<file path="src/rtl/hit_direction_angle_binner_assert.svh">
// Assertion macros shared by the angle binner RTL.
`ifndef HIT_DIRECTION_ANGLE_BINNER_ASSERT_SVH
`define HIT_DIRECTION_ANGLE_BINNER_ASSERT_SVH
`ifndef SYNTHESIS
// same-cycle implication, clocked on clk, off while rst_n is low
`define HDAB_ASSERT_IMP(lbl, ante, cons) \
  lbl: assert property (@(posedge clk) disable iff (!rst_n) (ante) |-> (cons)) \
    else $error("hdab assertion failed");
// next-cycle implication
`define HDAB_ASSERT_NXT(lbl, ante, cons) \
  lbl: assert property (@(posedge clk) disable iff (!rst_n) (ante) |=> (cons)) \
    else $error("hdab assertion failed");
`else
`define HDAB_ASSERT_IMP(lbl, ante, cons)
`define HDAB_ASSERT_NXT(lbl, ante, cons)
`endif
`endif

</file>
<file path="src/rtl/hdab_pkg.sv">
// Shared types, constants and the arctangent table of the angle binner.
`timescale 1ns / 1ps
package hdab_pkg;

  localparam int COORD_BITS_DEF    = 24;
  localparam int CORDIC_STAGES_DEF = 16;
  localparam int THETA_BINS_DEF    = 100;
  localparam int PHI_BINS_DEF      = 720;

  localparam int THETA_LO_DEG = 0;
  localparam int THETA_HI_DEG = 50;
  localparam int PHI_LO_DEG   = -360;
  localparam int PHI_HI_DEG   = 360;
  localparam int ANG_ONE      = 256;
  localparam int ANG_MAX      = 46080;

  // CORDIC datapath: coordinates are prescaled to a fixed 60-bit point
  localparam int CW           = 64;
  localparam int ACC_W        = 32;
  localparam int PRESCALE_TOP = 60;
  localparam int RIGHT_ANGLE  = 90 * 65536;
  localparam int ANG_W        = 17;

  localparam int ADDR_W = 5;
  localparam int DATA_W = 32;

  localparam int TARGET_Z_FLOOR_RST = -512;
  localparam int RIGHT_X_FLOOR_RST  = 80;
  localparam int LEFT_X_CEILING_RST = 0;
  localparam int HIT_Y_FLOOR_RST    = 0;
  localparam int HIT_Z_FLOOR_RST    = 1600;

  typedef enum logic [2:0] {
    REG_TARGET_Z_FLOOR = 3'd0,
    REG_RIGHT_X_FLOOR  = 3'd1,
    REG_LEFT_X_CEILING = 3'd2,
    REG_HIT_Y_FLOOR    = 3'd3,
    REG_HIT_Z_FLOOR    = 3'd4
  } reg_idx_t;

  // control that rides alongside the data through every stage
  typedef struct packed {
    logic [1:0] det;
    logic       pass;
    logic       ok;
    logic       vert;
  } ctl_t;

  // round(atan(2^-i) * 65536), degrees
  function automatic logic signed [ACC_W-1:0] atan_lut(input logic [4:0] i);
    logic signed [ACC_W-1:0] v;
    case (i)
      5'd0:  v = 32'sd2949120;
      5'd1:  v = 32'sd1740967;
      5'd2:  v = 32'sd919879;
      5'd3:  v = 32'sd466945;
      5'd4:  v = 32'sd234379;
      5'd5:  v = 32'sd117304;
      5'd6:  v = 32'sd58666;
      5'd7:  v = 32'sd29335;
      5'd8:  v = 32'sd14668;
      5'd9:  v = 32'sd7334;
      5'd10: v = 32'sd3667;
      5'd11: v = 32'sd1833;
      5'd12: v = 32'sd917;
      5'd13: v = 32'sd458;
      5'd14: v = 32'sd229;
      5'd15: v = 32'sd115;
      5'd16: v = 32'sd57;
      5'd17: v = 32'sd29;
      5'd18: v = 32'sd14;
      5'd19: v = 32'sd7;
      5'd20: v = 32'sd4;
      5'd21: v = 32'sd2;
      5'd22: v = 32'sd1;
      default: v = 32'sd0;
    endcase
    return v;
  endfunction

endpackage

</file>
<file path="src/rtl/hdab_front.sv">
// Front end: acceptance cuts, difference vector, squares and their sum.
`timescale 1ns / 1ps
module hdab_front #(
  parameter int CB = hdab_pkg::COORD_BITS_DEF
) (
  input  logic                 clk,
  input  logic                 rst_n,
  input  logic                 in_valid,
  output logic                 in_ready,
  input  logic [1:0]           in_detector,
  input  logic signed [CB-1:0] in_target_x,
  input  logic signed [CB-1:0] in_target_y,
  input  logic signed [CB-1:0] in_target_z,
  input  logic signed [CB-1:0] in_hit_x,
  input  logic signed [CB-1:0] in_hit_y,
  input  logic signed [CB-1:0] in_hit_z,
  input  logic signed [CB-1:0] tz_floor,
  input  logic signed [CB-1:0] rx_floor,
  input  logic signed [CB-1:0] lx_ceil,
  input  logic signed [CB-1:0] hy_floor,
  input  logic signed [CB-1:0] hz_floor,
  output logic                 out_valid,
  input  logic                 out_ready,
  output hdab_pkg::ctl_t       out_ctl,
  output logic signed [CB:0]   out_dx,
  output logic signed [CB:0]   out_dy,
  output logic signed [CB:0]   out_dz,
  output logic [2*CB+1:0]      out_sq
);

  localparam int R = CB + 1;
  localparam int N = 3;

  logic [N-1:0] v_r, v_nxt, rdy;

  hdab_pkg::ctl_t        c0_r, c0_nxt, c1_r, c1_nxt, c2_r, c2_nxt;
  logic signed [R-1:0]   dx0_r, dy0_r, dz0_r, dx0_nxt, dy0_nxt, dz0_nxt;
  logic signed [R-1:0]   dx1_r, dy1_r, dz1_r, dx2_r, dy2_r, dz2_r;
  logic [2*R-1:0]        sx1_r, sy1_r, sx1_nxt, sy1_nxt, sq2_r, sq2_nxt;
  logic [R-1:0]          ax, ay;

  always_comb begin
    rdy[N-1] = !v_r[N-1] || out_ready;
    for (int k = N - 2; k >= 0; k--) begin
      rdy[k] = !v_r[k] || rdy[k+1];
    end
    v_nxt[0] = rdy[0] ? in_valid : v_r[0];
    for (int k = 1; k < N; k++) begin
      v_nxt[k] = rdy[k] ? v_r[k-1] : v_r[k];
    end
  end

  // stage 0: cuts and differences; dx is mirrored on the left side
  always_comb begin
    c0_nxt      = '0;
    c0_nxt.det  = in_detector;
    c0_nxt.pass = (in_target_z > tz_floor) && (in_hit_y > hy_floor) &&
                  (in_hit_z > hz_floor) &&
                  (in_detector[1] ? (in_hit_x < lx_ceil) : (in_hit_x > rx_floor));
    dx0_nxt = in_detector[1] ? (R'(in_target_x) - R'(in_hit_x))
                             : (R'(in_hit_x) - R'(in_target_x));
    dy0_nxt = R'(in_hit_y) - R'(in_target_y);
    dz0_nxt = R'(in_hit_z) - R'(in_target_z);
  end

  // stage 1: squares
  always_comb begin
    ax      = dx0_r[R-1] ? R'(-dx0_r) : R'(dx0_r);
    ay      = dy0_r[R-1] ? R'(-dy0_r) : R'(dy0_r);
    sx1_nxt = {{R{1'b0}}, ax} * {{R{1'b0}}, ax};
    sy1_nxt = {{R{1'b0}}, ay} * {{R{1'b0}}, ay};
    c1_nxt      = c0_r;
    c1_nxt.vert = (dx0_r == '0) && (dy0_r == '0);
    c1_nxt.ok   = c0_r.pass && ((dx0_r != '0) || (dy0_r != '0) || (dz0_r != '0));
  end

  // stage 2: sum of squares
  always_comb begin
    sq2_nxt = sx1_r + sy1_r;
    c2_nxt  = c1_r;
  end

  always_ff @(posedge clk) begin
    if (!rst_n) begin
      v_r <= '0;
    end else begin
      v_r <= v_nxt;
    end
  end

  always_ff @(posedge clk) begin
    if (rdy[0]) begin
      c0_r  <= c0_nxt;
      dx0_r <= dx0_nxt;
      dy0_r <= dy0_nxt;
      dz0_r <= dz0_nxt;
    end
    if (rdy[1]) begin
      c1_r  <= c1_nxt;
      sx1_r <= sx1_nxt;
      sy1_r <= sy1_nxt;
      dx1_r <= dx0_r;
      dy1_r <= dy0_r;
      dz1_r <= dz0_r;
    end
    if (rdy[2]) begin
      c2_r  <= c2_nxt;
      sq2_r <= sq2_nxt;
      dx2_r <= dx1_r;
      dy2_r <= dy1_r;
      dz2_r <= dz1_r;
    end
  end

  assign in_ready  = rdy[0];
  assign out_valid = v_r[N-1];
  assign out_ctl   = c2_r;
  assign out_dx    = dx2_r;
  assign out_dy    = dy2_r;
  assign out_dz    = dz2_r;
  assign out_sq    = sq2_r;

endmodule

</file>
<file path="config.mk">
export PLATFORM = sky130hd
export DESIGN_NAME = hdab_front
export DESIGN_NICKNAME = d
export VERILOG_FILES = /design/src/rtl/hit_direction_angle_binner_assert.svh /design/src/rtl/hdab_pkg.sv /design/src/rtl/hdab_front.sv
export SDC_FILE = /design/constraint.sdc
export NUM_CORES = 2
export LEC_CHECK = 0
export ABC_AREA = 1
export ABC_CLOCK_PERIOD_IN_PS = 9200
export CAP_MARGIN = 40
export CORE_MARGIN = 2
export CORE_UTILIZATION = 65
export DETAILED_ROUTE_END_ITERATION = 10
export DONT_BUFFER_PORTS = 1
export GPL_ROUTABILITY_DRIVEN = 0
export PLACE_DENSITY_LB_ADDON = 0.1
export SLEW_MARGIN = 25
export SYNTH_ARGS = -nofsm -noshare
export SYNTH_HDL_FRONTEND = slang
export SYNTH_SLANG_ARGS = --single-unit
export TNS_END_PERCENT = 20
</file>
<file path="constraint.sdc">
create_clock -name clk -period 9.2 [get_ports clk]
set_input_delay 1.38 -clock clk [delete_from_list [all_inputs] [get_ports clk]]
set_output_delay 1.38 -clock clk [all_outputs]
set_load 0.05 [all_outputs]
</file>
==> impl_metrics.toml <==
[run_status]
status = "finished clean"

[drt]
first_pass_iters = 6
drc = 0
wl_per_cell_um = 19.6
drtAntennaViolNets = 0
wirelength_um = 171000
via_count = 48600
via_per_inst = 5.55
drt-initial-drc-count = 4013

[floorplan]
dieArea_mm2 = 0.0977
design.core.area_mm2 = 0.0947
die_h_um = 313
rows = 113
pin_count = 402
die_w_um = 313
start_util_pct = 65.4

[worst_setup_path]
end_kind = "register"
worst_path_most_repeated_cell = "fa_1"
cp_top_family = "adder cells"
cp_max_fo = 14
max_stage_delay_ns = 0.77
worstPathArrival_ns = 9.16
crit_buf_inv = 5
cp_slowest_cell = "inv_1"
worstPathRequired_ns = 9.56
start_kind = "register"
worstSetupPathType = "register to register"

[placed_design]
numPortBuffers = 0
place_hpwl_um = 145000
placed_cell_area_mm2 = 0.0637

[min_path]
hold_class = "register to register"

[yosys]
synth_seq_cells = 387
synth_common_cells = "2023 x inv_1, 1307 x nand2_1, 939 x fa_1, 687 x nor2_1, 625 x ha_1"
async_reset_ff_share_pct = 0
yosys.area.top_type = "fa_1"
synthFlopType = "edfxtp_1"
ys_top_cells_by_area = "fa_1 30%, edfxtp_1 19%, ha_1 13%, inv_1 12%, nand2_1 7.9%"
syn_area_mm2 = 0.0619
ys.warnings.count = 0
yosysMostFrequentCell = "inv_1"
ys_seq_area_share_pct = 18.7
synth.top_cell.area_share_pct = 30.4
ys_types = 53
synth_edf_count = 384
synth_cells = 7406
avgSynthCellArea_um2 = 8.36

[finish]
area_delta_synth_final_pct = 5.25
fillers = 7828
fin_nets = 9288
final_core_util_pct = 68.8
final_layout_size_suffix_gt1_share_pct = 2.74
fin_area_mm2 = 0.0652

[timing]
skew_ns = 0.0641
slew_headroom_pct = 41.8
finalSetupTns_ns = 0
fmax_mhz = 114
setup_viol = 0
fin_crit_ns = 8.80
rsz0062_at_grt = "no"
finalMaxSlewViolations = 0
hold_slack_ns = 0.414
min_period_over_period_pct = 95.7
hold_viol = 0
worst_pin_slew_ns = 0.871

[global_route]
antenna_found_initial = 3
grt_max_degree = 70
grt_first_pass_wirelength_um = 271000
grt_overflow = 0
grt_util_all_layers_pct = 35.7
grt_pass1_vias = 51000

[clocking]
cts-root-buf = "clkbuf_16"
clk_pin_slew_worst_paths_ns = 0.06
cts_sinks = 387
cts_buffer_depth = 3
cts_tree = "built"
hold_buffers = 0
cts_resized = 0
post_cts_buffers = 0
cts_buffers = 43
htree_levels = 2
clkLatencyLatePin_ns = 0.64

[flow_run]
maxCapViolCount = 0
registers in the layout, indices dropped and copies added (netlist names):
register	flops
dy0_r	25
c1_r	5
dx0_r	25
out_sq	50
c0_r	3
out_ctl	5
dz0_r	25
dz1_r	25
dx1_r	25
out_dx	25
out_dy	25
sy1_r	48
out_dz	25
v_r	3
dy1_r	25
sx1_r	48
through the flow:
step	cells	setup slack, ns
3_3_place_gp	8667	0.140
5_1_grt	8756	0.252
2_1_floorplan	7440	0.692
3_5_place_dp	8671	0.615
4_1_cts	8748	0.610
6_report	8758	0.396
logic make-up after synthesis:
| kind of cell | Yosys count | share of synthesized area [%] |
|---|---|---|
| flops | 387 | 18.7 |
| mux | 3 | 0.0485 |
| fa+ha+maj | 1564 | 43.0 |
| compound gates | 709 | 6.30 |
| other cells | 2 | 0.0121 |
| xor+xnor | 217 | 3.17 |
| simple gates | 2380 | 15.6 |
| buf+inv | 2144 | 13.2 |
cell usage in the layout, fill, tap and decap left out, drive strengths merged, types with 48 or more instances in the layout:
| cell type | netlist | layout |
|---|---|---|
| nand3 | 196 | 196 |
| a21oi | 358 | 358 |
| nand2 | 1319 | 1319 |
| edfxtp | 384 | 384 |
| xor2 | 154 | 154 |
| nand4 | 56 | 56 |
| fa | 939 | 939 |
| buf | 53 | 71 |
| inv | 2039 | 2043 |
| o21ai | 213 | 213 |
| nor3 | 57 | 57 |
| xnor2 | 63 | 63 |
| o21bai | 50 | 50 |
| nor2 | 700 | 700 |
| ha | 625 | 625 |
| clkbuf | 49 | 48 |
worst reg2reg max path, delay by kind of cell, from the launching register on:
| kind | cells | cell delay [ns] |
|---|---|---|
| flip-flops | 1 | 0.54 |
| adder cells (fa/ha/maj) | 9 | 4.13 |
| XOR/XNOR | 1 | 0.15 |
| buffers and inverters | 5 | 1.08 |
| AO/OA/AOI/OAI | 4 | 1.37 |
| AND/OR/NAND/NOR | 9 | 1.28 |
worst paths after layout:
path,from,to,slack [ns],cells past startpoint
max,dy0_r[0],sy1_r[47],0.40,28
max reg2reg,dy0_r[0],sy1_r[47],0.40,28
min,dx1_r[6],out_dx[6],0.41,0
min reg2reg,dx1_r[6],out_dx[6],0.41,0
final cells by class:
class | instances | area (um2) | share of cell area [%]
clock inverters | 29 | 236 | 0.363
diodes | 7 | 17.5 | 0.0269
flip-flops and latches | 387 | 11600 | 17.8
multi-input cells | 4909 | 42300 | 65.0
repair buffers | 71 | 631 | 0.968
clock buffers | 48 | 1090 | 1.68
well taps | 1265 | 1580 | 2.43
inverters | 2042 | 7670 | 11.8
layer usage:
| layer | vias up | wire length, um | GRT usage (%) |
|---|---|---|---|
| li1 | 22500 | - | - |
| met1 | 23300 | 65900 | 45.2 |
| met2 | 2386 | 78300 | 58.2 |
| met3 | 509 | 17200 | 8.32 |
| met4 | 0 | 9880 | 17.0 |
| met5 | - | 0 | 0 |
Power is left out: the tool's default activity adds up to more than one toggle a clock period on the data nets, which glitch-free logic cannot reach.
