==> config.mk <==
export PLATFORM = sky130hd
export DESIGN_NAME = hdab_isqrt
export DESIGN_NICKNAME = d
export VERILOG_FILES = /design/src/rtl/hit_direction_angle_binner_assert.svh /design/src/rtl/hdab_pkg.sv /design/src/rtl/hdab_isqrt.sv
export SDC_FILE = /design/constraint.sdc
export NUM_CORES = 2
export LEC_CHECK = 0
export BUFFER_PORTS_ARGS = -buffer_cell sky130_fd_sc_hd__buf_2
export CAP_MARGIN = 15
export CORE_UTILIZATION = 56
export DETAILED_ROUTE_END_ITERATION = 8
export HOLD_SLACK_MARGIN = 0.06
export PLACE_DENSITY_LB_ADDON = 0.12
export REMOVE_ABC_BUFFERS = 1
export SLEW_MARGIN = 20
export SYNTH_ARGS = -nofsm -noshare
export SYNTH_HDL_FRONTEND = slang
export SYNTH_MEMORY_MAX_BITS = 65536
export SYNTH_SLANG_ARGS = --single-unit
==> constraint.sdc <==
create_clock -name clk -period 19.11 [get_ports clk]
set_input_delay 4.7775 -clock clk [delete_from_list [all_inputs] [get_ports clk]]
set_output_delay 4.7775 -clock clk [all_outputs]
set_load 0.005 [all_outputs]
==> src/rtl/hit_direction_angle_binner_assert.svh <==
// Assertion macros shared by the angle binner RTL.
`ifndef HIT_DIRECTION_ANGLE_BINNER_ASSERT_SVH
`define HIT_DIRECTION_ANGLE_BINNER_ASSERT_SVH
`ifndef SYNTHESIS
// same-cycle implication, clocked on clk, off while rst_n is low
`define HDAB_ASSERT_IMP(lbl, ante, cons) \
  lbl: assert property (@(posedge clk) disable iff (!rst_n) (ante) |-> (cons)) \
    else $error("hdab assertion failed");
// next-cycle implication
`define HDAB_ASSERT_NXT(lbl, ante, cons) \
  lbl: assert property (@(posedge clk) disable iff (!rst_n) (ante) |=> (cons)) \
    else $error("hdab assertion failed");
`else
`define HDAB_ASSERT_IMP(lbl, ante, cons)
`define HDAB_ASSERT_NXT(lbl, ante, cons)
`endif
`endif

==> src/rtl/hdab_pkg.sv <==
// Shared types, constants and the arctangent table of the angle binner.
`timescale 1ns / 1ps
package hdab_pkg;

  localparam int COORD_BITS_DEF    = 24;
  localparam int CORDIC_STAGES_DEF = 16;
  localparam int THETA_BINS_DEF    = 100;
  localparam int PHI_BINS_DEF      = 720;

  localparam int THETA_LO_DEG = 0;
  localparam int THETA_HI_DEG = 50;
  localparam int PHI_LO_DEG   = -360;
  localparam int PHI_HI_DEG   = 360;
  localparam int ANG_ONE      = 256;
  localparam int ANG_MAX      = 46080;

  // CORDIC datapath: coordinates are prescaled to a fixed 60-bit point
  localparam int CW           = 64;
  localparam int ACC_W        = 32;
  localparam int PRESCALE_TOP = 60;
  localparam int RIGHT_ANGLE  = 90 * 65536;
  localparam int ANG_W        = 17;

  localparam int ADDR_W = 5;
  localparam int DATA_W = 32;

  localparam int TARGET_Z_FLOOR_RST = -512;
  localparam int RIGHT_X_FLOOR_RST  = 80;
  localparam int LEFT_X_CEILING_RST = 0;
  localparam int HIT_Y_FLOOR_RST    = 0;
  localparam int HIT_Z_FLOOR_RST    = 1600;

  typedef enum logic [2:0] {
    REG_TARGET_Z_FLOOR = 3'd0,
    REG_RIGHT_X_FLOOR  = 3'd1,
    REG_LEFT_X_CEILING = 3'd2,
    REG_HIT_Y_FLOOR    = 3'd3,
    REG_HIT_Z_FLOOR    = 3'd4
  } reg_idx_t;

  // control that rides alongside the data through every stage
  typedef struct packed {
    logic [1:0] det;
    logic       pass;
    logic       ok;
    logic       vert;
  } ctl_t;

  // round(atan(2^-i) * 65536), degrees
  function automatic logic signed [ACC_W-1:0] atan_lut(input logic [4:0] i);
    logic signed [ACC_W-1:0] v;
    case (i)
      5'd0:  v = 32'sd2949120;
      5'd1:  v = 32'sd1740967;
      5'd2:  v = 32'sd919879;
      5'd3:  v = 32'sd466945;
      5'd4:  v = 32'sd234379;
      5'd5:  v = 32'sd117304;
      5'd6:  v = 32'sd58666;
      5'd7:  v = 32'sd29335;
      5'd8:  v = 32'sd14668;
      5'd9:  v = 32'sd7334;
      5'd10: v = 32'sd3667;
      5'd11: v = 32'sd1833;
      5'd12: v = 32'sd917;
      5'd13: v = 32'sd458;
      5'd14: v = 32'sd229;
      5'd15: v = 32'sd115;
      5'd16: v = 32'sd57;
      5'd17: v = 32'sd29;
      5'd18: v = 32'sd14;
      5'd19: v = 32'sd7;
      5'd20: v = 32'sd4;
      5'd21: v = 32'sd2;
      5'd22: v = 32'sd1;
      default: v = 32'sd0;
    endcase
    return v;
  endfunction

endpackage

==> src/rtl/hdab_isqrt.sv <==
// Pipelined restoring square root, one root bit per stage.
`timescale 1ns / 1ps
module hdab_isqrt #(
  parameter int CB = hdab_pkg::COORD_BITS_DEF
) (
  input  logic                clk,
  input  logic                rst_n,
  input  logic                in_valid,
  output logic                in_ready,
  input  hdab_pkg::ctl_t      in_ctl,
  input  logic signed [CB:0]  in_dx,
  input  logic signed [CB:0]  in_dy,
  input  logic signed [CB:0]  in_dz,
  input  logic [2*CB+1:0]     in_sq,
  output logic                out_valid,
  input  logic                out_ready,
  output hdab_pkg::ctl_t      out_ctl,
  output logic signed [CB:0]  out_dx,
  output logic signed [CB:0]  out_dy,
  output logic signed [CB:0]  out_dz,
  output logic [CB:0]         out_rho
);

  localparam int R = CB + 1;
  localparam int N = R;
  localparam int RW = R + 2;

  logic [N-1:0] v_r, v_nxt, rdy;

  hdab_pkg::ctl_t      c_r   [N];
  logic signed [R-1:0] dx_r  [N];
  logic signed [R-1:0] dy_r  [N];
  logic signed [R-1:0] dz_r  [N];
  logic [2*R-1:0]      rad_r [N];
  logic [RW-1:0]       rem_r [N];
  logic [R-1:0]        root_r[N];
  logic [RW-1:0]       rem_nxt [N];
  logic [R-1:0]        root_nxt[N];

  always_comb begin
    rdy[N-1] = !v_r[N-1] || out_ready;
    for (int k = N - 2; k >= 0; k--) begin
      rdy[k] = !v_r[k] || rdy[k+1];
    end
    v_nxt[0] = rdy[0] ? in_valid : v_r[0];
    for (int k = 1; k < N; k++) begin
      v_nxt[k] = rdy[k] ? v_r[k-1] : v_r[k];
    end
  end

  // stage j brings down radicand pair R-1-j
  always_comb begin
    logic [RW-1:0]  rem_p, rem_s, trial;
    logic [R-1:0]   root_p;
    logic [2*R-1:0] rad_p;
    logic [1:0]     pair;
    logic           ge;
    for (int j = 0; j < N; j++) begin
      if (j == 0) begin
        rem_p  = '0;
        root_p = '0;
        rad_p  = in_sq;
      end else begin
        rem_p  = rem_r[j-1];
        root_p = root_r[j-1];
        rad_p  = rad_r[j-1];
      end
      pair  = rad_p[2*(R-1-j) +: 2];
      rem_s = {rem_p[RW-3:0], pair};
      trial = {root_p, 2'b01};
      ge    = (rem_s >= trial);
      rem_nxt[j]  = ge ? (rem_s - trial) : rem_s;
      root_nxt[j] = {root_p[R-2:0], ge};
    end
  end

  always_ff @(posedge clk) begin
    if (!rst_n) begin
      v_r <= '0;
    end else begin
      v_r <= v_nxt;
    end
  end

  always_ff @(posedge clk) begin
    for (int j = 0; j < N; j++) begin
      if (rdy[j]) begin
        rem_r[j]  <= rem_nxt[j];
        root_r[j] <= root_nxt[j];
        if (j == 0) begin
          c_r[j]   <= in_ctl;
          dx_r[j]  <= in_dx;
          dy_r[j]  <= in_dy;
          dz_r[j]  <= in_dz;
          rad_r[j] <= in_sq;
        end else begin
          c_r[j]   <= c_r[j-1];
          dx_r[j]  <= dx_r[j-1];
          dy_r[j]  <= dy_r[j-1];
          dz_r[j]  <= dz_r[j-1];
          rad_r[j] <= rad_r[j-1];
        end
      end
    end
  end

  assign in_ready  = rdy[0];
  assign out_valid = v_r[N-1];
  assign out_ctl   = c_r[N-1];
  assign out_dx    = dx_r[N-1];
  assign out_dy    = dy_r[N-1];
  assign out_dz    = dz_r[N-1];
  assign out_rho   = root_r[N-1];

endmodule

==> run_results.csv <==
group,metric,value,unit
outcome,status,"completed",
placed_design,numPortBuffers,240,
clock_tree,post_cts_resized,0,
floorplan,coreArea,230000,um^2
timing,setup_violations,0,
clock_tree,cts.clk_slew.worst_paths,0.06,ns
critical_path,reg2reg_setup_slack,13.08,ns
synthesis,yosysTopAreaCellShare,0.810,
synthesis,seq_area_frac_synth,0.814,
routing,routed-via-count,58300,
timing,fin_hold_ws,0.369,ns
critical_path,crit_arrival,9.50,ns
timing,final.min_clock_period,14.27,ns
worst_hold_path,min_to,"rad_r[2][103]$_DFFE_PP_",
timing,fmax,70.1,MHz
finish,nets,8337,
timing,fin_tns_setup,0,ns
routing,drtIter0Drc,3370,
synthesis,yosysTopAreaCell,"edfxtp_1",
clock_tree,clkLatencyLatePin,0.94,ns
critical_path,r2r-end,"rad_r[0][1]$_DFFE_PP_",
clock_tree,cts_hold_buf,0,
critical_path,cp_slowest_cell,"nor2_1",
synthesis,synthArstFlopShare,0,
global_routing,grt.total_usage,0.169,
floorplan,boundaryPins,241,
global_routing,grt_overflow,0,
finish,layout_common_cells,"edfxtp_1 (3,492), inv_1 (436), clkbuf_16 (361)",
critical_path,cpMostUsedCell,"and3_1",
critical_path,crit_type,"in2out",
routing,vias_per_cell,5.24,
timing,rsz0062_at_grt,"false",
critical_path,worstPathBufferInverterCount,4,
routing,totalWireLength,194000,um
placed_design,gp_congestion,0.912,
global_routing,grt_max_degree,75,
clock_tree,cts_tree,"done",
global_routing,grt_first_pass_wirelength,310000,um
critical_path,critPathTopFamily,"simple AND/OR/NAND/NOR gates",
synthesis,synth_area,129000,um^2
clock_tree,cts_setup_buffers,0,
clock_tree,cts_htree_levels,5,
clock_tree,cts.sinks,3517,
critical_path,worst-endpoint-required,14.33,ns
floorplan,initial_core_util,0.563,
finish,fin_cells,11100,
global_routing,grt_pass1_vias,58600,
worst_hold_path,holdPathStages,0,
routing,ant_nets,0,
placed_design,dpl.hpwl,135000,um
synthesis,synth_top_flop_cell,"edfxtp_1",
synthesis,syn_inst,7290,
critical_path,path_max_fanout,36,
worst_hold_path,worst_hold_path_type,"reg2reg",
timing,slew_headroom,0.230,
routing,wire_per_inst,17.4,um
worst_hold_path,min_from,"rad_r[2][53]$_DFFE_PP_",
clock_tree,cts_root_buf,"clkbuf_16",
finish,area_growth,12.4,%
flow_run,drv_cap,0,
finish,num-fill-cells,15900,
critical_path,path_depth,11,
finish,drive_gt1_frac,0.111,
critical_path,worstPathCellList,"buf_2, nor2b_1, inv_4, nor2_1, and3_1, and3_1, and3_1, inv_6, nor2_1, nand3_4, buf_2",
timing,finalCritPeriodShare,0.747,
routing,drtPass1Iterations,6,
timing,worst_slew_pin_slew,1.14,ns
critical_path,max_stage_delay,0.66,ns
clock_tree,cts_buffer_depth,4,
synthesis,synth_area_leaders,"edfxtp_1 (81%), ha_1 (3.4%), xnor2_1 (1.6%), xor2_1 (1.4%), inv_1 (1.3%)",
synthesis,synth.distinct_cells,84,
floorplan,fp.dieW,483,um
synthesis,ys_warn_count,0,
global_routing,antenna_found_initial,11,
routing,drcViolationCount,0,
floorplan,dieArea,233000,um^2
finish,fin_area,145000,um^2
critical_path,startpoint_type,"primary input",
floorplan,rows,176,
placed_design,placedCellCount,10500,
synthesis,post_synth.cell_area_avg,17.8,um^2
finish,final_common_cell,"edfxtp_1",
pwr,leakage,56.2,nW
critical_path,crit_path_end_kind,"output port",
synthesis,ys_seq_elements,3517,
pwr,vdd_drop_max,0.0910,mV
floorplan,die_y,483,um
timing,fin_worst_skew,0.0916,ns
critical_path,r2r_cells,12,
pwr,p_per_area,121,nW/um^2
timing,maxSlewViolCount,0,
synthesis,synth_edf_count,3492,
timing,hold_viol,0,
placed_design,post_dp_cell_area,135000,um^2
critical_path,r2r-start,"v_r[24]$_SDFFE_PN0P_",
clock_tree,cts_buffers,356,
-- metrics by stage --
step                      setup WS [ns]  power (mW)   util
after floorplan                  -0.242        10.9      -
after global placement             4.88        11.3  0.585
final                              4.84        17.7  0.633
after CTS                          4.74        17.9  0.633
after detailed placement           4.74        11.4  0.585
after global routing               4.45        18.4  0.633
-- cell usage after synthesis (22+ instances only) --
cell type	number
clkbuf_1	63
nor3_1	121
nand2_1	347
and3_1	27
o31ai_1	39
dfxtp_1	25
a21oi_1	312
nand4_1	43
nor2_1	357
a21o_1	96
nand3_1	82
a31oi_1	24
mux2_2	49
nor4_1	68
o21a_1	96
buf_4	25
nand2b_1	70
a211oi_1	28
or2_2	28
o21bai_1	22
o21ai_0	252
xor2_1	206
xnor2_1	236
or3_1	42
nor2b_1	72
inv_1	448
edfxtp_1	3492
ha_1	351
-- layout make-up --
cell class	instances	area [um^2]	share of cell area
Sequential cell	3517	105000	0.724
Multi-Input combinational cell	3222	22000	0.151
Clock buffer	438	9330	0.0642
Tap cell	3026	3790	0.0260
Inverter	450	1740	0.0120
Timing Repair Buffer	305	1690	0.0116
Clock inverter	179	1560	0.0107
Antenna cell	4	10.0	0.0000688
-- report_power, final --
group | leakage [nW] | internal (mW) | total (mW) | switching, mW
Combinational | 14.6 | 0.663 | 1.46 | 0.798
Clock | 5.29 | 3.80 | 6.43 | 2.64
Sequential | 36.3 | 9.36 | 9.77 | 0.412
Total | 56.2 | 13.8 | 17.7 | 3.85
-- how the worst max path moves through the flow --
stage	startpoint	end	slack [ns]
2_1_floorplan	out_ready	in_ready	-0.24
3_3_place_gp	out_ready	in_ready	4.88
3_5_place_dp	out_ready	in_ready	4.74
4_1_cts	out_ready	in_ready	4.74
5_1_grt	out_ready	in_ready	4.45
6_report	out_ready	in_ready	4.84
-- state kept, by name (all words and copies together), names as in the netlist --
register  count
dy_r        625
root_r      325
c_r         125
dz_r        625
rad_r       600
v_r          25
rem_r       567
dx_r        625
-- routing by layer --
metal  track usage  up-vias  share of wire
met5             0        -        0.00029
met4        0.0599        8          0.029
met3        0.0318      432          0.043
met2         0.286     1157           0.49
met1         0.221    28000           0.44
li1              -    28800              -
-- logic make-up (layout without fill, tap and decap cells) --
logic type,Yosys count,count (layout),share of synthesized area
adder cells (fa/ha/maj),351,351,0.0339
multiplexers,55,55,0.00473
flip-flops,3517,3517,0.814
buffers and inverters,551,1372,0.0169
other,1,5,0.0000290
AND/OR/NAND/NOR,1362,1362,0.0517
AO/OA/AOI/OAI,1011,1011,0.0486
XOR/XNOR,442,442,0.0299
(Power assumes the default switching activity.)
