## src/rtl/hit_direction_angle_binner_assert.svh

```systemverilog
// Assertion macros shared by the angle binner RTL.
`ifndef HIT_DIRECTION_ANGLE_BINNER_ASSERT_SVH
`define HIT_DIRECTION_ANGLE_BINNER_ASSERT_SVH
`ifndef SYNTHESIS
// same-cycle implication, clocked on clk, off while rst_n is low
`define HDAB_ASSERT_IMP(lbl, ante, cons) \
  lbl: assert property (@(posedge clk) disable iff (!rst_n) (ante) |-> (cons)) \
    else $error("hdab assertion failed");
// next-cycle implication
`define HDAB_ASSERT_NXT(lbl, ante, cons) \
  lbl: assert property (@(posedge clk) disable iff (!rst_n) (ante) |=> (cons)) \
    else $error("hdab assertion failed");
`else
`define HDAB_ASSERT_IMP(lbl, ante, cons)
`define HDAB_ASSERT_NXT(lbl, ante, cons)
`endif
`endif

```

## src/rtl/hdab_pkg.sv

```systemverilog
// Shared types, constants and the arctangent table of the angle binner.
`timescale 1ns / 1ps
package hdab_pkg;

  localparam int COORD_BITS_DEF    = 24;
  localparam int CORDIC_STAGES_DEF = 16;
  localparam int THETA_BINS_DEF    = 100;
  localparam int PHI_BINS_DEF      = 720;

  localparam int THETA_LO_DEG = 0;
  localparam int THETA_HI_DEG = 50;
  localparam int PHI_LO_DEG   = -360;
  localparam int PHI_HI_DEG   = 360;
  localparam int ANG_ONE      = 256;
  localparam int ANG_MAX      = 46080;

  // CORDIC datapath: coordinates are prescaled to a fixed 60-bit point
  localparam int CW           = 64;
  localparam int ACC_W        = 32;
  localparam int PRESCALE_TOP = 60;
  localparam int RIGHT_ANGLE  = 90 * 65536;
  localparam int ANG_W        = 17;

  localparam int ADDR_W = 5;
  localparam int DATA_W = 32;

  localparam int TARGET_Z_FLOOR_RST = -512;
  localparam int RIGHT_X_FLOOR_RST  = 80;
  localparam int LEFT_X_CEILING_RST = 0;
  localparam int HIT_Y_FLOOR_RST    = 0;
  localparam int HIT_Z_FLOOR_RST    = 1600;

  typedef enum logic [2:0] {
    REG_TARGET_Z_FLOOR = 3'd0,
    REG_RIGHT_X_FLOOR  = 3'd1,
    REG_LEFT_X_CEILING = 3'd2,
    REG_HIT_Y_FLOOR    = 3'd3,
    REG_HIT_Z_FLOOR    = 3'd4
  } reg_idx_t;

  // control that rides alongside the data through every stage
  typedef struct packed {
    logic [1:0] det;
    logic       pass;
    logic       ok;
    logic       vert;
  } ctl_t;

  // round(atan(2^-i) * 65536), degrees
  function automatic logic signed [ACC_W-1:0] atan_lut(input logic [4:0] i);
    logic signed [ACC_W-1:0] v;
    case (i)
      5'd0:  v = 32'sd2949120;
      5'd1:  v = 32'sd1740967;
      5'd2:  v = 32'sd919879;
      5'd3:  v = 32'sd466945;
      5'd4:  v = 32'sd234379;
      5'd5:  v = 32'sd117304;
      5'd6:  v = 32'sd58666;
      5'd7:  v = 32'sd29335;
      5'd8:  v = 32'sd14668;
      5'd9:  v = 32'sd7334;
      5'd10: v = 32'sd3667;
      5'd11: v = 32'sd1833;
      5'd12: v = 32'sd917;
      5'd13: v = 32'sd458;
      5'd14: v = 32'sd229;
      5'd15: v = 32'sd115;
      5'd16: v = 32'sd57;
      5'd17: v = 32'sd29;
      5'd18: v = 32'sd14;
      5'd19: v = 32'sd7;
      5'd20: v = 32'sd4;
      5'd21: v = 32'sd2;
      5'd22: v = 32'sd1;
      default: v = 32'sd0;
    endcase
    return v;
  endfunction

endpackage

```

## src/rtl/hdab_bin.sv

```systemverilog
// Angle rounding, clamping and histogram bin numbers; holds the output register.
`timescale 1ns / 1ps
module hdab_bin #(
  parameter int THETA_BINS = hdab_pkg::THETA_BINS_DEF,
  parameter int PHI_BINS   = hdab_pkg::PHI_BINS_DEF
) (
  input  logic                              clk,
  input  logic                              rst_n,
  input  logic                              in_valid,
  output logic                              in_ready,
  input  hdab_pkg::ctl_t                    in_ctl,
  input  logic signed [hdab_pkg::ACC_W-1:0] in_th_acc,
  input  logic signed [hdab_pkg::ACC_W-1:0] in_ph_acc,
  output logic                              out_valid,
  input  logic                              out_ready,
  output logic                              out_accepted,
  output logic [1:0]                        out_detector_out,
  output logic [15:0]                       out_theta_deg,
  output logic signed [16:0]                out_phi_deg,
  output logic [6:0]                        out_theta_bin,
  output logic [9:0]                        out_phi_bin
);

  localparam int AW = hdab_pkg::ACC_W;
  localparam int GW = hdab_pkg::ANG_W;
  localparam int N  = 3;

  localparam int TH_A    = hdab_pkg::THETA_LO_DEG * hdab_pkg::ANG_ONE;
  localparam int TH_B    = hdab_pkg::THETA_HI_DEG * hdab_pkg::ANG_ONE;
  localparam int TH_SPAN = TH_B - TH_A;
  localparam int TH_NK   = $clog2(TH_SPAN * THETA_BINS);
  localparam int TH_S    = TH_NK + $clog2(TH_SPAN);
  localparam longint TH_M64 = ((longint'(1) << TH_S) + TH_SPAN - 1) / TH_SPAN;
  localparam logic [TH_NK+1:0] TH_M = (TH_NK+2)'(TH_M64);

  localparam int PH_A    = hdab_pkg::PHI_LO_DEG * hdab_pkg::ANG_ONE;
  localparam int PH_B    = hdab_pkg::PHI_HI_DEG * hdab_pkg::ANG_ONE;
  localparam int PH_SPAN = PH_B - PH_A;
  localparam int PH_NK   = $clog2(PH_SPAN * PHI_BINS);
  localparam int PH_S    = PH_NK + $clog2(PH_SPAN);
  localparam longint PH_M64 = ((longint'(1) << PH_S) + PH_SPAN - 1) / PH_SPAN;
  localparam logic [PH_NK+1:0] PH_M = (PH_NK+2)'(PH_M64);

  logic [N-1:0] v_r, v_nxt, rdy;

  hdab_pkg::ctl_t       c0_r, c1_r;
  logic signed [GW-1:0] th0_r, ph0_r, th0_nxt, ph0_nxt, th1_r, ph1_r;
  logic [TH_NK-1:0]     thp1_r, thp1_nxt;
  logic [PH_NK-1:0]     php1_r, php1_nxt;
  logic                 thu1_r, tho1_r, phu1_r, pho1_r;
  logic                 thu1_nxt, tho1_nxt, phu1_nxt, pho1_nxt;

  logic                 acc2_r;
  logic [1:0]           det2_r;
  logic [15:0]          thd2_r, thd2_nxt;
  logic signed [GW-1:0] phd2_r, phd2_nxt;
  logic [6:0]           thb2_r, thb2_nxt;
  logic [9:0]           phb2_r, phb2_nxt;

  always_comb begin
    rdy[N-1] = !v_r[N-1] || out_ready;
    for (int k = N - 2; k >= 0; k--) begin
      rdy[k] = !v_r[k] || rdy[k+1];
    end
    v_nxt[0] = rdy[0] ? in_valid : v_r[0];
    for (int k = 1; k < N; k++) begin
      v_nxt[k] = rdy[k] ? v_r[k-1] : v_r[k];
    end
  end

  // stage 0: round to 8 fraction bits and clamp
  always_comb begin
    logic signed [AW-1:0] rt, rp;
    rt = (in_th_acc + AW'(128)) >>> 8;
    rp = (in_ph_acc + AW'(128)) >>> 8;
    if (rt > hdab_pkg::ANG_MAX) rt = AW'(hdab_pkg::ANG_MAX);
    if (rt < 0) rt = '0;
    if (rp > hdab_pkg::ANG_MAX) rp = AW'(hdab_pkg::ANG_MAX);
    if (rp < -hdab_pkg::ANG_MAX) rp = -AW'(hdab_pkg::ANG_MAX);
    // straight up or down: azimuth is defined as zero
    if (in_ctl.vert) rp = '0;
    th0_nxt = GW'(rt);
    ph0_nxt = GW'(rp);
  end

  // stage 1: range checks and offset times bin count
  always_comb begin
    int tv, pv;
    tv = int'(th0_r);
    pv = int'(ph0_r);
    thu1_nxt = tv < TH_A;
    tho1_nxt = tv >= TH_B;
    phu1_nxt = pv < PH_A;
    pho1_nxt = pv >= PH_B;
    thp1_nxt = TH_NK'((tv - TH_A) * THETA_BINS);
    php1_nxt = PH_NK'((pv - PH_A) * PHI_BINS);
  end

  // stage 2: divide by the span through its reciprocal, then the result register
  always_comb begin
    logic [2*TH_NK+1:0] tq;
    logic [2*PH_NK+1:0] pq;
    logic [15:0]        tb, pb;
    tq = {{(TH_NK+2){1'b0}}, thp1_r} * {{TH_NK{1'b0}}, TH_M};
    pq = {{(PH_NK+2){1'b0}}, php1_r} * {{PH_NK{1'b0}}, PH_M};
    tb = thu1_r ? 16'd0 : (tho1_r ? 16'(THETA_BINS + 1) : 16'(tq >> TH_S) + 16'd1);
    pb = phu1_r ? 16'd0 : (pho1_r ? 16'(PHI_BINS + 1) : 16'(pq >> PH_S) + 16'd1);
    thd2_nxt = c1_r.ok ? 16'(th1_r) : '0;
    phd2_nxt = c1_r.ok ? ph1_r : '0;
    thb2_nxt = c1_r.ok ? 7'(tb) : '0;
    phb2_nxt = c1_r.ok ? 10'(pb) : '0;
  end

  always_ff @(posedge clk) begin
    if (!rst_n) begin
      v_r <= '0;
    end else begin
      v_r <= v_nxt;
    end
  end

  always_ff @(posedge clk) begin
    if (rdy[0]) begin
      c0_r  <= in_ctl;
      th0_r <= th0_nxt;
      ph0_r <= ph0_nxt;
    end
    if (rdy[1]) begin
      c1_r   <= c0_r;
      th1_r  <= th0_r;
      ph1_r  <= ph0_r;
      thp1_r <= thp1_nxt;
      php1_r <= php1_nxt;
      thu1_r <= thu1_nxt;
      tho1_r <= tho1_nxt;
      phu1_r <= phu1_nxt;
      pho1_r <= pho1_nxt;
    end
    if (rdy[2]) begin
      acc2_r <= c1_r.ok;
      det2_r <= c1_r.det;
      thd2_r <= thd2_nxt;
      phd2_r <= phd2_nxt;
      thb2_r <= thb2_nxt;
      phb2_r <= phb2_nxt;
    end
  end

  assign in_ready         = rdy[0];
  assign out_valid        = v_r[N-1];
  assign out_accepted     = acc2_r;
  assign out_detector_out = det2_r;
  assign out_theta_deg    = thd2_r;
  assign out_phi_deg      = phd2_r;
  assign out_theta_bin    = thb2_r;
  assign out_phi_bin      = phb2_r;

endmodule

```

## config.mk

```make
export PLATFORM = sky130hd
export DESIGN_NAME = hdab_bin
export DESIGN_NICKNAME = d
export VERILOG_FILES = /design/src/rtl/hit_direction_angle_binner_assert.svh /design/src/rtl/hdab_pkg.sv /design/src/rtl/hdab_bin.sv
export SDC_FILE = /design/constraint.sdc
export NUM_CORES = 1
export LEC_CHECK = 0
export ABC_AREA = 1
export BUFFER_PORTS_ARGS = -buffer_cell sky130_fd_sc_hd__buf_2
export CAP_MARGIN = 30
export CORE_MARGIN = 2
export CORE_UTILIZATION = 40
export DETAILED_ROUTE_END_ITERATION = 8
export PLACE_DENSITY = 0.6
export SYNTH_ARGS = -nofsm -noshare
export SYNTH_HDL_FRONTEND = slang
export SYNTH_SLANG_ARGS = --single-unit
```

## constraint.sdc

```tcl
create_clock -name clk -period 7.4 [get_ports clk]
set_clock_uncertainty 0.2 [all_clocks]
set_input_delay 0.74 -clock clk [delete_from_list [all_inputs] [get_ports clk]]
set_output_delay 0.74 -clock clk [all_outputs]
set_load 0.005 [all_outputs]
```

==> impl_summary.txt, run 1 <==
----------------------------------------------------
[Synthesis]
  Leading area contributor after synthesis ... sky130_fd_sc_hd__fa_1
  Mux contribution to synthesized area ... 0%
  Average footprint of a synthesized cell ... between 9 and 10 µm²
  Post-synthesis simple-gate area fraction ... between 10% and 20%
  Synthesized-area fraction occupied by ao, oa, aoi and oai cells ... roughly 5.5%
  Syn. warnings ... 0
  Fraction of the yosys area taken by sequential cells ... between 10% and 20%
  Number of synthesized register bits ... roughly 170
  Count of cell types in the netlist ... between 40 and 50
  Post-synthesis async set-or-reset flop share ... 0%
  Leading cell type by number of instances after synthesis ... sky130_fd_sc_hd__inv_1
  Post-Synth Adder-Cell Area ... 48.01%
  Combinational family with the most area after synthesis ... adder cells
  Commonest cells post-synth ... 830 x sky130_fd_sc_hd__inv_1, 509 x sky130_fd_sc_hd__ha_1, 380 x sky130_fd_sc_hd__nand2_1, 331 x sky130_fd_sc_hd__fa_1, 208 x sky130_fd_sc_hd__nor2_1
  Gate count of the mapped netlist ... 3007
  Yosys top cell area share ... between 20% and 30%
  Post-synthesis share of cell area spent on xor and xnor gates ... slightly above 3%
  Most frequently used flop master after synthesis ... sky130_fd_sc_hd__edfxtp_1
  Largest cells by area after synthesis ... sky130_fd_sc_hd__fa_1 24%, sky130_fd_sc_hd__ha_1 24%, sky130_fd_sc_hd__edfxtp_1 18%
  Number of enable-type register cells in the synthesized netlist ... approximately 170
  Mapped Area ... roughly 27000 µm²

[Floorplanning]
  Std cell rows ... 95
  Ports placed on the boundary ... 128
  Area of the core ... between 60000 and 70000 µm²
  Height of the die ... approximately 260 µm
  Die W ... roughly 260 µm
  Starting utilization of the core area ... between 40% and 50%
  Die Outline Area ... between 60000 and 70000 µm²

[Global routing]
  Congestion Overflow GR ... 0
  Global-route wire length before repair ... 101300 µm
  Number of global-route vias before repair ... 19580
  Initial antenna violation count ... 0
  Global-route usage over all layers ... about a fifth
  Maximum number of pins on one net before global-route repair ... 77

[Layout]
  Final-layout fill cell count ... 6669
  Final Instance Area ... between 20000 and 30000 µm²
  Antenna diode count ... 0
  Area growth, synth to finish ... 8.936%
  Ratio of cells with drive above 1 in the final layout ... between 7 and 8%
  Layout net count ... between 4000 and 5000
  Area taken by flip-flops and latches ... 5045 µm²
  Footprint of the multi-input gates ... ~19000 µm²

[Hold path]
  Source of the worst hold timing path ... in_ctl[4]
  Cell depth of the worst hold path ... 1
  Classification of the worst-slack hold path ... input port to register

[Clock network]
  H-tree depth reported by CTS ... 4
  CTS root buf ... sky130_fd_sc_hd__clkbuf_16
  Worst-Skew Late Latency ... 490 ps
  Clock-pin slew reported for the worst setup and hold paths after clock tree synthesis ... 70 ps
  Clock tree from TritonCTS ... built
  Number of CTS-inserted buffers ... 17
  Number of buffers on the longest clock path ... 2
  Clock net sink count ... 169

[Outcome]
  Run status ... completed

[Drt]
  Remaining design rule violation count ... 0
  Via count ... about 19000
  Number of optimization iterations in the first detailed-route pass ... 5
  Total wire length ... approximately 63000 µm
  Vias per inst ... ~4.7
  Wire per inst ... roughly 16 µm
  Detail Route Antenna Nets ... 0
  Number of violations reported at the end of detailed-routing iteration 0 ... a little over 900

[Timing]
  Final worst path period share ... around 94%
  Final setup TNS ... 0 ps
  Final setup fails ... 0
  Unrepaired setup endpoints after global routing ... no
  Count of pins over their slew limit ... 0
  Number of endpoints with negative hold slack in the final report ... 0
  Headroom to the max-slew limit ... between 40% and 50%
  Achievable Freq ... about 140 MHz
  Post-layout min period ... approximately 7000 ps
  Worst-margin pin slew ... 783.4 ps

[Placed design]
  Sum of net half-perimeters after detailed placement ... 54810 µm
  Number of I/O port buffers ... about 110
  Area after detailed placement ... approximately 29000 µm²
  Final estimated routing congestion in global placement ... approximately 0.9

[Setup path]
  Worst-path fanout max ... 5
  Slowest cell on the critical path ... sky130_fd_sc_hd__fa_1
  Data arrival at the endpoint of the critical path ... 6980 ps
  Launch instance of the worst register-to-register path ... php1_r[26]
  Critical path startpoint category ... register
  Nature of the critical path endpoint ... register
  Path type of the worst setup path ... register to register
  CP startpoint ... php1_r[26]
  Cell count of the worst reg-to-reg path ... 25
  Biggest cell delay along the critical path ... around 550 ps
  Worst reg-to-reg setup slack ... around 470 ps
  Req. time, crit path ... approximately 7500 ps

[Job]
  Count of max-cap constraint violations ... 0

----------------------------------------------------
final timing paths:
kind,to
max,out_phi_bin[9]
min reg2reg,c1_r[4]
min,c0_r[4]
max reg2reg,out_phi_bin[9]
sequential cells by signal, indices dropped and copies added (netlist names), 10 cells and up:
signal         count
thp1_r            16
out_phi_deg       17
th1_r             16
out_theta_deg     16
out_phi_bin       10
th0_r             17
php1_r            21
ph0_r             17
ph1_r             17
repair_timing:
| item | 4_1_cts | 5_1_grt |
|---|---|---|
| setup endpoints to repair | 0 | 2 |
| hold buffers | 0 | 0 |
| resized for setup | 0 | 3 |
| buffers inserted | 0 | 2 |
| endpoints found under the hold margin | 0 | 0 |
critical path: cells and delay by family (launching register included):
kind / cells / cell delay (ps)
AOI/OAI and AO/OA: 1 / 240
and+or+nand+nor: 10 / 1540
buffers and inverters: 6 / 370
adders and majority gates: 8 / 3870
DFF: 1 / 470
layout make-up:
type	count	share of cell area, %
clock buffers	18	1.456
multi-input cells	2001	64.00
repair buffers	128	2.457
well taps	873	3.705
clock inverters	14	0.6875
flip-flops and latches	169	17.11
inverters	831	10.58
metrics by stage:
| stage | cells | setup WS [ps] | hold slack, ps | util (%) |
|---|---|---|---|---|
| floorplan | 3008 | 870.3 | 200.3 | - |
| global placement | 3997 | 426.5 | 201.4 | 42.90 |
| detailed placement | 3998 | 395.8 | 204.5 | 42.91 |
| CTS | 4030 | 396.7 | 181.8 | 43.86 |
| global route | 4034 | 2.475 | 195.1 | 43.98 |
| finish | 4034 | 469.8 | 219.9 | 43.98 |
cells by family after synthesis:
logic type               after synthesis
flip-flops                           169
buffers and inverters                838
adder cells (fa/ha/maj)              840
XOR/XNOR                              93
other                                  1
AND/OR/NAND/NOR                      803
AO/OA/AOI/OAI                        263
routing by layer:
layer	track usage, %	share of wire, %	up-vias	routed length (µm)
li1	-	-	9681	-
met1	25.11	48	8989	30100
met2	30.58	45	346	28410
met3	3.579	4.3	68	2685
met4	5.175	2.2	0	1406
met5	0	0	-	0
cell usage in the layout, fill, tap and decap left out, types with 16 or more instances in the layout:
cell / instances
sky130_fd_sc_hd__fa_1: 331
sky130_fd_sc_hd__ha_1: 509
sky130_fd_sc_hd__o21ai_0: 67
sky130_fd_sc_hd__xnor2_1: 30
sky130_fd_sc_hd__nor3_1: 23
sky130_fd_sc_hd__xor2_1: 61
sky130_fd_sc_hd__buf_2: 112
sky130_fd_sc_hd__clkbuf_16: 17
sky130_fd_sc_hd__nand4_1: 36
sky130_fd_sc_hd__nand3_1: 72
sky130_fd_sc_hd__inv_1: 829
sky130_fd_sc_hd__a21o_1: 16
sky130_fd_sc_hd__edfxtp_1: 166
sky130_fd_sc_hd__nor2_2: 24
sky130_fd_sc_hd__nand2_1: 378
sky130_fd_sc_hd__a21oi_1: 127
sky130_fd_sc_hd__nor2_1: 206
Power of run 1 is not shown: default switching activity piles up to over one toggle a cycle in this logic, so the estimate is an artifact.
==> inputs of run 2 (changes only) <==
--- a/config.mk
+++ b/config.mk
@@ -12,6 +12,7 @@
 export CORE_UTILIZATION = 40
 export DETAILED_ROUTE_END_ITERATION = 8
 export PLACE_DENSITY = 0.6
+export REMOVE_ABC_BUFFERS = 1
 export SYNTH_ARGS = -nofsm -noshare
 export SYNTH_HDL_FRONTEND = slang
 export SYNTH_SLANG_ARGS = --single-unit
==> run 2 against run 1 <==
Compared with the run above: wire length is 0.73% higher; sequential share of layout area hardly changed; final cell count hardly changed; non-clock buffer count is 1 lower; critical endpoint is now out_phi_bin[6].
==> impl_summary.txt, run 2 (synthesis gave the netlist of run 1 again) <==
----------------------------------------------------
[Outcome]
  Run status ... completed

[Global routing]
  Maximum number of pins on one net before global-route repair ... 75 (-2.6%)
  Number of global-route vias before repair ... 19670 (+0.45%)
  Initial antenna violation count ... 0 (unchanged)
  Global-route usage over all layers ... 18.71% (+0.075 points)
  Global-route wire length before repair ... 102000 µm (+0.71%)
  Congestion Overflow GR ... 0 (unchanged)

[Drt]
  Wire per inst ... 15.64 µm (+0.76%)
  Detail Route Antenna Nets ... 0 (unchanged)
  Total wire length ... 63060 µm (+0.73%)
  Number of violations reported at the end of detailed-routing iteration 0 ... 851 (-7.9%)
  Via count ... 19250 (+0.85%)
  Number of optimization iterations in the first detailed-route pass ... 5 (unchanged)
  Vias per inst ... 4.772 (+0.88%)
  Remaining design rule violation count ... 0 (unchanged)

[Layout]
  Area taken by flip-flops and latches ... 5045 µm² (unchanged)
  Layout net count ... 4060 (-0.025%)
  Footprint of the multi-input gates ... 18870 µm² (about the same)
  Area growth, synth to finish ... 8.640%
  Antenna diode count ... 0 (unchanged)
  Leading cell type in the layout, fill and taps excluded ... sky130_fd_sc_hd__inv_1
  Register containing the most flip-flops in the final layout ... php1_r
  Commonest cells after routing, fill and taps aside ... 829 x sky130_fd_sc_hd__inv_1, 509 x sky130_fd_sc_hd__ha_1, 378 x sky130_fd_sc_hd__nand2_1
  Final-layout fill cell count ... 6665 (-0.060%)
  Ratio of cells with drive above 1 in the final layout ... 7.089% (-0.093 points)
  Largest register FFs ... 21 (unchanged)
  Core utilization of the finished layout ... 43.86% (-0.12 points)

[Setup path]
  CP startpoint ... php1_r[25]
  Critical path startpoint category ... register
  Crit. path cell count ... 30 (+20%)
  Top delay family on crit path ... adder cells
  Launch instance of the worst register-to-register path ... php1_r[25]
  Worst reg-to-reg setup slack ... 440 ps (-30 ps)
  Req. time, crit path ... 7430 ps (-20 ps)
  Most common cell on crit path ... sky130_fd_sc_hd__inv_1
  Worst-path fanout max ... 5 (unchanged)
  Slowest cell on the critical path ... sky130_fd_sc_hd__fa_1
  Data arrival at the endpoint of the critical path ... 6990 ps (about the same)
  CP bufs+invs ... 8 (+2)
  Worst reg2reg endpoint ... out_phi_bin[6]
  Cell count of the worst reg-to-reg path ... 30 (+20%)
  Biggest cell delay along the critical path ... 540 ps (about the same)
  Critical path endpoint ... out_phi_bin[6]
  Nature of the critical path endpoint ... register
  Path type of the worst setup path ... register to register

[Timing]
  Count of pins over their slew limit ... 0 (unchanged)
  Final setup fails ... 0 (unchanged)
  Post-layout min period ... 6961 ps (+31.23 ps)
  Achievable Freq ... 143.6 MHz (-0.45%)
  Final worst path period share ... 94.07% (+0.42 points)
  Headroom to the max-slew limit ... 30.51% (-17 points)
  Number of endpoints with negative hold slack in the final report ... 0 (unchanged)
  Worst hold margin ... 221.8 ps (+1.853 ps)
  Worst-margin pin slew ... 1031 ps (+248.0 ps)

[Placed design]
  Sum of net half-perimeters after detailed placement ... 55480 µm (+1.2%)
  Final estimated routing congestion in global placement ... 0.9350 (+2.2%)
  Number of I/O port buffers ... 112 (unchanged)

[Clock network]
  Number of buffers on the longest clock path ... 2 (unchanged)
  H-tree depth reported by CTS ... 4 (unchanged)
  Clock net sink count ... 169 (unchanged)
  CTS root buf ... sky130_fd_sc_hd__clkbuf_16
  Number of CTS-inserted buffers ... 17 (unchanged)
  Worst-Skew Late Latency ... 480 ps (about the same)
  Clock-pin slew reported for the worst setup and hold paths after clock tree synthesis ... 70 ps (about the same)
  Clock tree from TritonCTS ... built

[Floorplanning]
  Die W ... 264.1 µm (unchanged)
  Area of the core ... 67040 µm² (unchanged)
  Ports placed on the boundary ... 128 (unchanged)
  Std cell rows ... 95 (unchanged)
  Die Outline Area ... 69760 µm² (unchanged)
  Height of the die ... 264.1 µm (unchanged)
  Starting utilization of the core area ... 40.37% (unchanged)

[Hold path]
  Classification of the worst-slack hold path ... register to register

[Job]
  Count of max-cap constraint violations ... 0 (unchanged)

----------------------------------------------------
==> run 2: cell count changes in the layout (fill, tap and decap cells not counted), sizes merged <==
cell / change
clkinv: -2
bufinv: -1
inv: +4
buf: -2
==> run 2: metrics by stage <==
stage	instances	setup TNS, ps	setup WS [ps]	cell area [µm²]
finish	4033	0	438.5	29400
global route	4033	-3.332	-3.332	29400
CTS	4026	0	360.9	29320
detailed placement	3994	0	361.6	28740
global placement	3994	0	377.1	28740
floorplan	3001	0	870.2	27010
==> run 2: what timing repair did <==
| action | CTS | global route |
|---|---|---|
| buffers inserted | 0 | 5 |
| resized for setup | 0 | 2 |
| hold buffers | 0 | 0 |
| endpoints found under the setup margin | 0 | 3 |
==> run 2: how the worst min path moves through the flow <==
| stage | startpoint | end | slack, ps | depth (start not counted) |
|---|---|---|---|---|
| after global routing | in_ctl[3] | c0_r[3] | 210 | 1 |
| after global placement | c0_r[4] | c1_r[4] | 200 | 0 |
| after detailed placement | c0_r[4] | c1_r[4] | 210 | 0 |
| final | c0_r[4] | c1_r[4] | 220 | 0 |
| after CTS | in_ctl[4] | c0_r[4] | 210 | 1 |
| after floorplan | c0_r[1] | c1_r[1] | 200 | 0 |
==> run 2: layout make-up <==
type	instances	share of cell area (%)
well taps	873	3.715
multi-input cells	2001	64.16
repair buffers	127	2.379
inverters	831	10.61
clock inverters	15	0.5277
flip-flops and latches	169	17.16
clock buffers	17	1.447
==> run 2: worst register-to-register path, delay by kind of cell (launching register included) <==
| kind | cells | cell delay, ps |
|---|---|---|
| buffers and inverters | 8 | 640 |
| XOR/XNOR | 1 | 210 |
| flip-flops | 1 | 490 |
| adder cells (fa/ha/maj) | 9 | 3830 |
| AND/OR/NAND/NOR | 11 | 1290 |
| AO/OA/AOI/OAI | 1 | 80 |
==> run 2: per-layer routing <==
metal	part of all wire, %	GRT usage (%)	vias to the layer above
li1	-	-	9695
met1	47	24.77	9133
met2	45	30.51	363
met3	6.3	5.099	56
met4	1.6	4.238	0
met5	0	0	-
Power of run 2 is left out for the same reason.
